**config.mk**
```make
export PLATFORM = sky130hd
export DESIGN_NAME = full_linear_convolution_core_flat
export DESIGN_NICKNAME = d
export VERILOG_FILES = /design/src/design/flcv_pkg.sv /design/src/design/flcv_item_if.sv /design/src/design/flcv_result_if.sv /design/src/design/full_linear_convolution_core.sv /design/src/flat_wrapper.sv
export SDC_FILE = /design/constraint.sdc
export NUM_CORES = 2
export LEC_CHECK = 0
export ABC_AREA = 1
export BUFFER_PORTS_ARGS = -buffer_cell sky130_fd_sc_hd__clkbuf_2
export CORE_UTILIZATION = 45
export CTS_CLUSTER_DIAMETER = 30
export DETAILED_ROUTE_END_ITERATION = 10
export MAX_ROUTING_LAYER = met4
export PLACE_DENSITY = 0.62
export SKIP_CTS_REPAIR_TIMING = 1
export SLEW_MARGIN = 40
export SYNTH_ARGS = -nofsm -noshare
export SYNTH_HDL_FRONTEND = slang
export SYNTH_SLANG_ARGS = --single-unit
```
**constraint.sdc**
```tcl
create_clock -name clk -period 5.55 [get_ports clk]
set_input_delay 1.11 -clock clk [delete_from_list [all_inputs] [get_ports clk]]
set_output_delay 1.11 -clock clk [all_outputs]
set_load 0.02 [all_outputs]
```
**src/design/flcv_pkg.sv**
```systemverilog
// Shared widths and limits for the full linear convolution core.
`default_nettype none
package flcv_pkg;
	localparam int MAX_TAPS = 32;
	localparam int TAP_W    = $clog2(MAX_TAPS);
	localparam int CNT_W    = $clog2(MAX_TAPS + 1);
	localparam int SAMPLE_W = 16;
	localparam int PROD_W   = 2 * SAMPLE_W;
	localparam int SUM_W    = 37;

	localparam logic MODE_SAMPLE = 1'b0;
	localparam logic MODE_COEF   = 1'b1;

	typedef logic signed [SAMPLE_W-1:0] sample_t;
	typedef logic signed [PROD_W-1:0]   prod_t;
	typedef logic signed [SUM_W-1:0]    sum_t;
	typedef logic [TAP_W-1:0]           tap_idx_t;
	typedef logic [CNT_W-1:0]           tap_cnt_t;
endpackage
`default_nettype wire

```
**src/design/flcv_item_if.sv**
```systemverilog
// Input channel: samples and coefficient writes.
`default_nettype none
interface flcv_item_if import flcv_pkg::*; ();
	logic     valid;
	logic     ready;
	logic     mode;
	tap_idx_t tap_index;
	sample_t  value;
	logic     last_sample;

	modport source (output valid, input ready, output mode, output tap_index,
		output value, output last_sample);
	modport sink (input valid, output ready, input mode, input tap_index,
		input value, input last_sample);
endinterface
`default_nettype wire

```
**src/design/flcv_result_if.sv**
```systemverilog
// Output channel: convolution results.
`default_nettype none
interface flcv_result_if import flcv_pkg::*; ();
	logic valid;
	logic ready;
	sum_t sum;
	logic last_output;

	modport source (output valid, input ready, output sum, output last_output);
	modport sink (input valid, output ready, input sum, input last_output);
endinterface
`default_nettype wire

```
**src/design/full_linear_convolution_core.sv**
```systemverilog
// Full linear convolution core: direct-form FIR with a rotating delay line.
//
// A coefficient write (mode 1) produces no output. A signal sample (mode 0)
// is shifted into a 32-entry delay line ring, which then rotates once
// through a single 16x16 multiply-accumulate, one tap per cycle; the
// coefficient store is read at the same tap index. Each output therefore
// passes through a shift, a full ring rotation, the pipeline drain and the
// hand-off of the sum to the output register, independent of tap_count. A
// sample marked last is followed by taps_eff-1 tail outputs; the hand-off
// before each one also shifts in a zero, and after the last output the
// delay line is zeroed. The input channel is ready only between items; a
// finished result waits in the output register while the next item is
// taken. tap_count 0 acts as 1, values above 32 act as 32.
`default_nettype none
module full_linear_convolution_core import flcv_pkg::*; (
	input  wire logic          clk,
	input  wire logic          arst_n,
	flcv_item_if.sink          item,
	flcv_result_if.source      result,
	input  wire logic          cfg_we,
	input  wire logic [CNT_W-1:0] cfg_wdata
);
	localparam logic [1:0] ST_IDLE  = 2'd0;
	localparam logic [1:0] ST_MAC   = 2'd1;
	localparam logic [1:0] ST_DRAIN = 2'd2;
	localparam logic [1:0] ST_EMIT  = 2'd3;

	logic [1:0] state_q;
	tap_cnt_t   tap_count_q;
	tap_cnt_t   taps_eff;
	sample_t    ring_q [MAX_TAPS];
	sample_t    coef_mem [MAX_TAPS];
	tap_idx_t   cnt_q;
	tap_idx_t   tail_q;
	logic       last_q;
	sample_t    coef_s1;
	sample_t    samp_s1;
	logic       v_s1;
	prod_t      prod_s2;
	logic       v_s2;
	sum_t       acc_q;
	logic       out_valid_q;
	sum_t       out_sum_q;
	logic       out_last_q;
	logic       item_xfer;
	logic       sample_xfer;
	logic       coef_we;
	logic       emit_go;
	logic       tail_go;

	always_comb begin
		if (tap_count_q == '0) begin
			taps_eff = CNT_W'(1);
		end else if (tap_count_q > CNT_W'(MAX_TAPS)) begin
			taps_eff = CNT_W'(MAX_TAPS);
		end else begin
			taps_eff = tap_count_q;
		end
	end

	assign item.ready   = (state_q == ST_IDLE);
	assign item_xfer    = item.valid && item.ready;
	assign sample_xfer  = item_xfer && (item.mode == MODE_SAMPLE);
	assign coef_we      = item_xfer && (item.mode == MODE_COEF);
	assign emit_go      = (state_q == ST_EMIT) && (!out_valid_q || result.ready);
	assign tail_go      = emit_go && (tail_q != '0);

	assign result.valid       = out_valid_q;
	assign result.sum         = out_sum_q;
	assign result.last_output = out_last_q;

	always_ff @(posedge clk or negedge arst_n) begin
		if (!arst_n) begin
			tap_count_q <= CNT_W'(1);
		end else if (cfg_we) begin
			tap_count_q <= cfg_wdata;
		end
	end

	always_ff @(posedge clk or negedge arst_n) begin
		if (!arst_n) begin
			state_q <= ST_IDLE;
			cnt_q   <= '0;
			tail_q  <= '0;
			last_q  <= 1'b0;
		end else begin
			case (state_q)
				ST_IDLE: begin
					if (sample_xfer) begin
						state_q <= ST_MAC;
						cnt_q   <= '0;
						last_q  <= item.last_sample;
						tail_q  <= item.last_sample ? TAP_W'(taps_eff - CNT_W'(1)) : '0;
					end
				end
				ST_MAC: begin
					cnt_q <= cnt_q + TAP_W'(1);
					if (cnt_q == TAP_W'(MAX_TAPS - 1)) begin
						state_q <= ST_DRAIN;
					end
				end
				ST_DRAIN: begin
					cnt_q <= cnt_q + TAP_W'(1);
					if (cnt_q == TAP_W'(1)) begin
						state_q <= ST_EMIT;
					end
				end
				ST_EMIT: begin
					if (tail_go) begin
						state_q <= ST_MAC;
						cnt_q   <= '0;
						tail_q  <= tail_q - TAP_W'(1);
					end else if (emit_go) begin
						state_q <= ST_IDLE;
						last_q  <= 1'b0;
					end
				end
				default: begin
					state_q <= ST_IDLE;
				end
			endcase
		end
	end

	// shift in, rotate, or clear the delay line
	always_ff @(posedge clk or negedge arst_n) begin
		if (!arst_n) begin
			for (int i = 0; i < MAX_TAPS; i++) begin
				ring_q[i] <= '0;
			end
		end else if (sample_xfer || tail_go) begin
			ring_q[0] <= sample_xfer ? item.value : '0;
			for (int i = 1; i < MAX_TAPS; i++) begin
				ring_q[i] <= ring_q[i-1];
			end
		end else if (state_q == ST_MAC) begin
			for (int i = 0; i < MAX_TAPS; i++) begin
				ring_q[i] <= ring_q[(i + 1) % MAX_TAPS];
			end
		end else if (emit_go && last_q) begin
			for (int i = 0; i < MAX_TAPS; i++) begin
				ring_q[i] <= '0;
			end
		end
	end

	always_ff @(posedge clk) begin
		if (coef_we) begin
			coef_mem[item.tap_index] <= item.value;
		end
		coef_s1 <= coef_mem[cnt_q];
		samp_s1 <= ring_q[0];
		prod_s2 <= coef_s1 * samp_s1;
	end

	always_ff @(posedge clk or negedge arst_n) begin
		if (!arst_n) begin
			v_s1  <= 1'b0;
			v_s2  <= 1'b0;
			acc_q <= '0;
		end else begin
			v_s1 <= (state_q == ST_MAC) && ({1'b0, cnt_q} < taps_eff);
			v_s2 <= v_s1;
			if (sample_xfer || tail_go) begin
				acc_q <= '0;
			end else if (v_s2) begin
				acc_q <= acc_q + {{(SUM_W-PROD_W){prod_s2[PROD_W-1]}}, prod_s2};
			end
		end
	end

	always_ff @(posedge clk or negedge arst_n) begin
		if (!arst_n) begin
			out_valid_q <= 1'b0;
		end else if (emit_go) begin
			out_valid_q <= 1'b1;
		end else if (result.ready) begin
			out_valid_q <= 1'b0;
		end
	end

	always_ff @(posedge clk) begin
		if (emit_go) begin
			out_sum_q  <= acc_q;
			out_last_q <= last_q && (tail_q == '0);
		end
	end
endmodule
`default_nettype wire

```
**src/flat_wrapper.sv**
```systemverilog
// flat-port wrapper written by rule: the top's interface ports become plain ports
module full_linear_convolution_core_flat import flcv_pkg::*;
  (clk, arst_n, cfg_we, cfg_wdata, item_valid, item_ready, item_mode, item_tap_index, item_value, item_last_sample, result_valid, result_ready, result_sum, result_last_output);
  flcv_item_if item_i ();
  flcv_result_if result_i ();
  input  wire logic clk;
  input  wire logic arst_n;
  input  wire logic cfg_we;
  input  wire logic [CNT_W-1:0] cfg_wdata;
  input wire logic [$bits(item_i.valid)-1:0] item_valid;
  output wire logic [$bits(item_i.ready)-1:0] item_ready;
  input wire logic [$bits(item_i.mode)-1:0] item_mode;
  input wire logic [$bits(item_i.tap_index)-1:0] item_tap_index;
  input wire logic [$bits(item_i.value)-1:0] item_value;
  input wire logic [$bits(item_i.last_sample)-1:0] item_last_sample;
  output wire logic [$bits(result_i.valid)-1:0] result_valid;
  input wire logic [$bits(result_i.ready)-1:0] result_ready;
  output wire logic [$bits(result_i.sum)-1:0] result_sum;
  output wire logic [$bits(result_i.last_output)-1:0] result_last_output;
  assign item_i.valid = item_valid;
  assign item_ready = item_i.ready;
  assign item_i.mode = item_mode;
  assign item_i.tap_index = item_tap_index;
  assign item_i.value = item_value;
  assign item_i.last_sample = item_last_sample;
  assign result_valid = result_i.valid;
  assign result_i.ready = result_ready;
  assign result_sum = result_i.sum;
  assign result_last_output = result_i.last_output;
  full_linear_convolution_core u_core (.clk(clk), .arst_n(arst_n), .item(item_i), .result(result_i), .cfg_we(cfg_we), .cfg_wdata(cfg_wdata));
endmodule
```
* Yosys cells after proc, flatten, opt, wreduce, memory -nomap -nowiden
Memory sizes are Yosys's and may differ from the RTL's. A register that Yosys moved wholly into a read port is not among the register bits.
Index checks and enable logic that the tools add are counted.
** Word-level totals
- Memories :: 1
- Logic and storage cells :: 119
- Register bits after elaboration :: 657
- Output and inout port bits :: 40
- RAM bits :: 512
** Memory list
- u_core.coef_mem :: depth 32, bits a word 16, read ports 1, clocked after Yosys merged registers in 1, wr ports 1, RTL line full_linear_convolution_core.sv:32 : sample_t coef_mem [MAX_TAPS];
** Cells by class
- Equality and inequality tests :: 12
- Magnitude comparators :: 2
- Multiply operators :: 1
- Add/subtract/negate cells :: 4
- Reduce and logical (&&, ||, !) cells :: 24
- Bitwise gates (word level) :: 1
- Muxes and demuxes :: 29
** Operator list (number)
- 512-bit two-way mux :: 3
- 37-bit two-way mux :: 2
- 37-bit adder :: 1
- 16-bit by 16-bit multiplier with 32-bit output :: 1
- 5-bit two-way mux :: 5
- 16-bit two-way mux :: 1
- 5-bit one-hot mux with 3 select lines :: 1
- 6-bit two-way mux :: 2
- 2-bit two-way mux :: 5
- 5-bit one-hot mux with 2 select lines :: 1
- 5-bit by 1-bit subtractor with 5-bit output (second input constant) :: 2
- 1-bit logical AND :: 8
- 2-bit by 1-bit inequality test with 1-bit output (second input constant) :: 4
- 2-bit one-hot mux with 4 select lines :: 1
- 4-bit AND reduction :: 2
- 1-bit two-way mux :: 7
- 6-bit > comparator (second input constant) :: 1
- 6-bit zero test :: 1
- 5-bit by 6-bit < comparator with 1-bit output :: 1
- 2-bit nonzero test :: 3
- 5-bit by 1-bit adder with 5-bit output (second input constant) :: 1
- 5-bit by 1-bit == test with 1-bit output (second input constant) :: 1
- 5-bit == test (second input constant) :: 1
- 5-bit zero test :: 1
- 14 further kinds :: 17

* Depth between registers and ports, before layout
- Word-level depth :: 7
- Gate-level depth with buffers :: 25
- Gate-level depth less buffers :: 23

* Least setup slack after synthesis
No wires, ideal clock.
- Kind :: register -> register
- From :: register u_core.samp_s1[5]
- To :: register u_core.prod_s2[31]
- Buffers on the path :: 2
- Stages on the path, launching flop included :: 23
- Setup time :: 0.113 ns
- Path slack :: 0.126 ns
- Required time :: 5.437 ns
- Data arrival time :: 5.310 ns
- Path through :: dfxtp_1 clkbuf_1 clkbuf_1 nand2_1 fa_1 inv_1 fa_1 fa_1 fa_1 fa_1 inv_1 fa_1 inv_1 ha_1 nand2_1 nor2_1 inv_1 nor2_1 nand4_1 nand3_1 nand2_1 nand3_1 nand2_1
** On the way
- Cells in the longest elaborated chain, start to end :: 1
** Ends and longest elaborated chain
- start: declaration :: RTL line full_linear_convolution_core.sv:37 : sample_t samp_s1;
- start signal: assignment :: RTL line full_linear_convolution_core.sv:152 : samp_s1 <= ring_q[0];
- 16-bit by 16-bit multiplier with 32-bit output :: RTL line full_linear_convolution_core.sv:153 : prod_s2 <= coef_s1 * samp_s1;
- end signal: assignment :: RTL line full_linear_convolution_core.sv:153
- end: declaration :: RTL line full_linear_convolution_core.sv:39 : prod_t prod_s2;
No other way between the ends.
A chain may end at the register's enable or synchronous reset.

* Worst setup path after layout
- From :: register u_core.coef_s1[15] (read register of u_core.coef_mem)
- To :: register u_core.prod_s2[25]
** On the way
- Cells in the longest elaborated chain, start to end :: 1
** Ends and longest elaborated chain
- start: declaration :: RTL line full_linear_convolution_core.sv:36 : sample_t coef_s1;
- 16-bit by 16-bit multiplier with 32-bit output :: RTL line full_linear_convolution_core.sv:153
No other way between the ends.

==> flow_summary_export.csv <==
group,metric,value,unit
global_routing,use_met2,0.3502,
yosys,synth_edf_count,550,
sta,rsz0062_at_grt,"yes",
critical_path,path_buf_inv,5,
yosys,synth_area_per_cell,9.519,µm²
placement,io_buffers,73,
routing,drt_iter0_drc,4348,
status,violations,"DRC",
critical_path,cpMostUsedCell,"fa_1",
sta,finalHoldViolCount,0,
yosys,syn-cell-area,60780,µm²
sta,finalMaxSlewViolations,0,
floorplan,fp.dieH,369.5,µm
finish,layout.nets,6955,
yosys,synth-seq-cells,1185,
sta,min_period_over_period,0.9649,
cts,tritoncts,"done",
critical_path,path_class,"reg -> reg",
yosys,yosys_most_used_dff,"dfrtp_1",
placement,hpwl,94.51,mm
critical_path,cp.arrival,6090,ps
yosys,syn-num-nets,6813,
global_routing,use_met3,0.05122,
sta,fmax,0.1867,GHz
critical_path,cp_slowest_cell,"fa_1",
status,status,"finished, violations left",
cts,clkLatencyLatePin,910,ps
finish,syn_to_final_growth,20.51,%
finish,final_common_cell,"nand2_1",
global_routing,grt_pass1_wl,249.5,mm
floorplan,start_util,0.4543,
yosys,synth_cells,6385,
floorplan,pin_count,74,
floorplan,core-area,133800,µm²
floorplan,dieArea,136500,µm²
routing,wl_per_cell,18.08,µm
cts,cts_buffer_depth,4,
sta,min_period,5355,ps
cts,cts_max_level,5,
sta,timing.slew.headroom,0.4237,
routing,firstDrtPassIters,9,
finish,final_layout_size_suffix_gt1_frac,0.1103,
routing,post-route-drc-count,10,
cts,cts.sinks,1185,
yosys,synth.distinct_cells,37,
yosys,ys_seq_area_frac,0.5279,
routing,vias,45470,
cts,clkSlewWorstSetupHoldPaths,50,ps
placement,place_congestion,0.9387,
global_routing,grt_pass1_vias,45680,
critical_path,cp-end-kind,"register",
cts,numCtsBuffers,279,
sta,fin_skew,102.4,ps
finish,layout_common_cells,"nand2_1 (1562), inv_1 (836), dfrtp_1 (568)",
cts,root_buffer,"clkbuf_16",
global_routing,antenna_found_initial,2,
sta,worst_pin_slew,864.4,ps
routing,postRouteAntennaNets,0,
floorplan,die_x,369.5,µm
critical_path,required,6280,ps
global_routing,grt_overflow,0,
global_routing,met1_usage,0.3231,
routing,vias_per_cell,5.351,
hold_path,min_path_type,"in -> async",
critical_path,path_max_fanout,9,
critical_path,cp_cell_sequence,"nand2_1, inv_1, fa_2, buf_4, fa_1, fa_1, fa_1, fa_1, inv_1, fa_1, inv_1, ha_1, nand2_1, buf_4, nor3_1, nand4_1, nand4_1, nand2_1",
floorplan,row_count,134,
routing,routed_wl,153.6,mm
global_routing,grt.busiest_layer,"met2",
finish,utilization,0.5474,
critical_path,critPathMaxStageDelay,540,ps
yosys,yosysWarnings,0,
flow_run,maxCapViolations,0,
global_routing,grt_max_degree,188,
global_routing,grtUsageTotal,0.2366,
yosys,postSynth.asyncResetShare,0.4819,
critical_path,r2r_slack,190,ps
critical_path,critical-path-top-delay-family,"adder cells",
critical_path,crit_path_start_kind,"register",
sta,setup_viol,0,
==> through the flow <==
stage          cell area [µm²]  std cells  worst slack (ps)  hold slack [ps]  setup TNS, ps
3_3_place_gp             63370       8006            -170.7            370.8         -187.5
6_report                 73240       8498             194.7            217.7              0
2_1_floorplan            60780       6385             126.4            331.2              0
5_1_grt                  73240       8496            -60.26            251.6         -96.73
3_5_place_dp             63540       8010            -114.6            366.4         -127.3
4_1_cts                  72990       8490            -133.2            205.6         -193.8
==> routing by layer <==
layer | up-vias | wire [µm]
met4 | 0 | 3735
li1 | 21500 | -
met2 | 1276 | 69650
met1 | 22460 | 69650
met5 | - | 0
met3 | 235 | 10590
==> registers in the layout, summed over array words and instances (netlist names) <==
signal and flops:
u_core.acc_q 37, u_core.cnt_q 5, u_core.coef_mem 512, u_core.coef_s1 16, u_core.last_q 1, u_core.prod_s2 32
u_core.result.last_output 1, u_core.result.sum 37, u_core.result.valid 1, u_core.ring_q 512, u_core.samp_s1 16, u_core.state_q 2
u_core.tail_q 5, u_core.tap_count_q 6, u_core.v_s1 1, u_core.v_s2 1
==> worst paths after layout <==
check	from	to	depth (start not counted)
worst max-delay path	u_core.coef_s1[15]	u_core.prod_s2[25]	18
worst min-delay path	arst_n	u_core.ring_q[275]	1
worst max register to register	u_core.coef_s1[15]	u_core.prod_s2[25]	18
worst min register to register	u_core.v_s1	u_core.v_s2	0
max in group asynchronous	arst_n	u_core.ring_q[444]	3
min in group clk	u_core.v_s1	u_core.v_s2	0
==> cell type report <==
type	instances	area, µm²
inverters	846	3196
fillers	11570	60550
well taps	1768	2212
repair buffers	222	1924
flip-flops and latches	1185	32110
multi-input cells	3993	24340
clock inverters	145	1932
diodes	4	10.01
clock buffers	335	7518
==> cell families after synthesis <==
| family | share of synthesized area |
|---|---|
| AO/OA/AOI/OAI | 0.1175 |
| XOR/XNOR | 0.005332 |
| adder cells (fa/ha/maj) | 0.1136 |
| buffers and inverters | 0.07545 |
| flip-flops | 0.5279 |
| multiplexers | 0.0003705 |
| AND/OR/NAND/NOR | 0.1598 |
==> synth_stat cells (all sizes together) (5+ instances only) <==
| library cell | number | area, µm² |
|---|---|---|
| xnor2 | 13 | 113.9 |
| nor2 | 453 | 1703 |
| ha | 131 | 1639 |
| fa | 263 | 5265 |
| dfrtp | 570 | 14260 |
| o21bai | 13 | 97.59 |
| nand2 | 1566 | 5878 |
| a21oi | 115 | 579.3 |
| xor2 | 24 | 210.2 |
| o22ai | 130 | 813.3 |
| nand4 | 36 | 225.2 |
| dfxtp | 64 | 1281 |
| a31oi | 5 | 31.28 |
| edfxtp | 550 | 16520 |
| buf | 57 | 269.0 |
| nand3b | 10 | 75.07 |
| inv | 846 | 3176 |
| a21o | 7 | 52.55 |
| nor3 | 11 | 55.05 |
| o211ai | 489 | 3671 |
| o21ai | 362 | 1812 |
| nand3 | 349 | 1747 |
| clkbuf | 304 | 1141 |
Power is not shown: default switching activity piles up to over one toggle a cycle in this logic, so the estimate is an artifact.
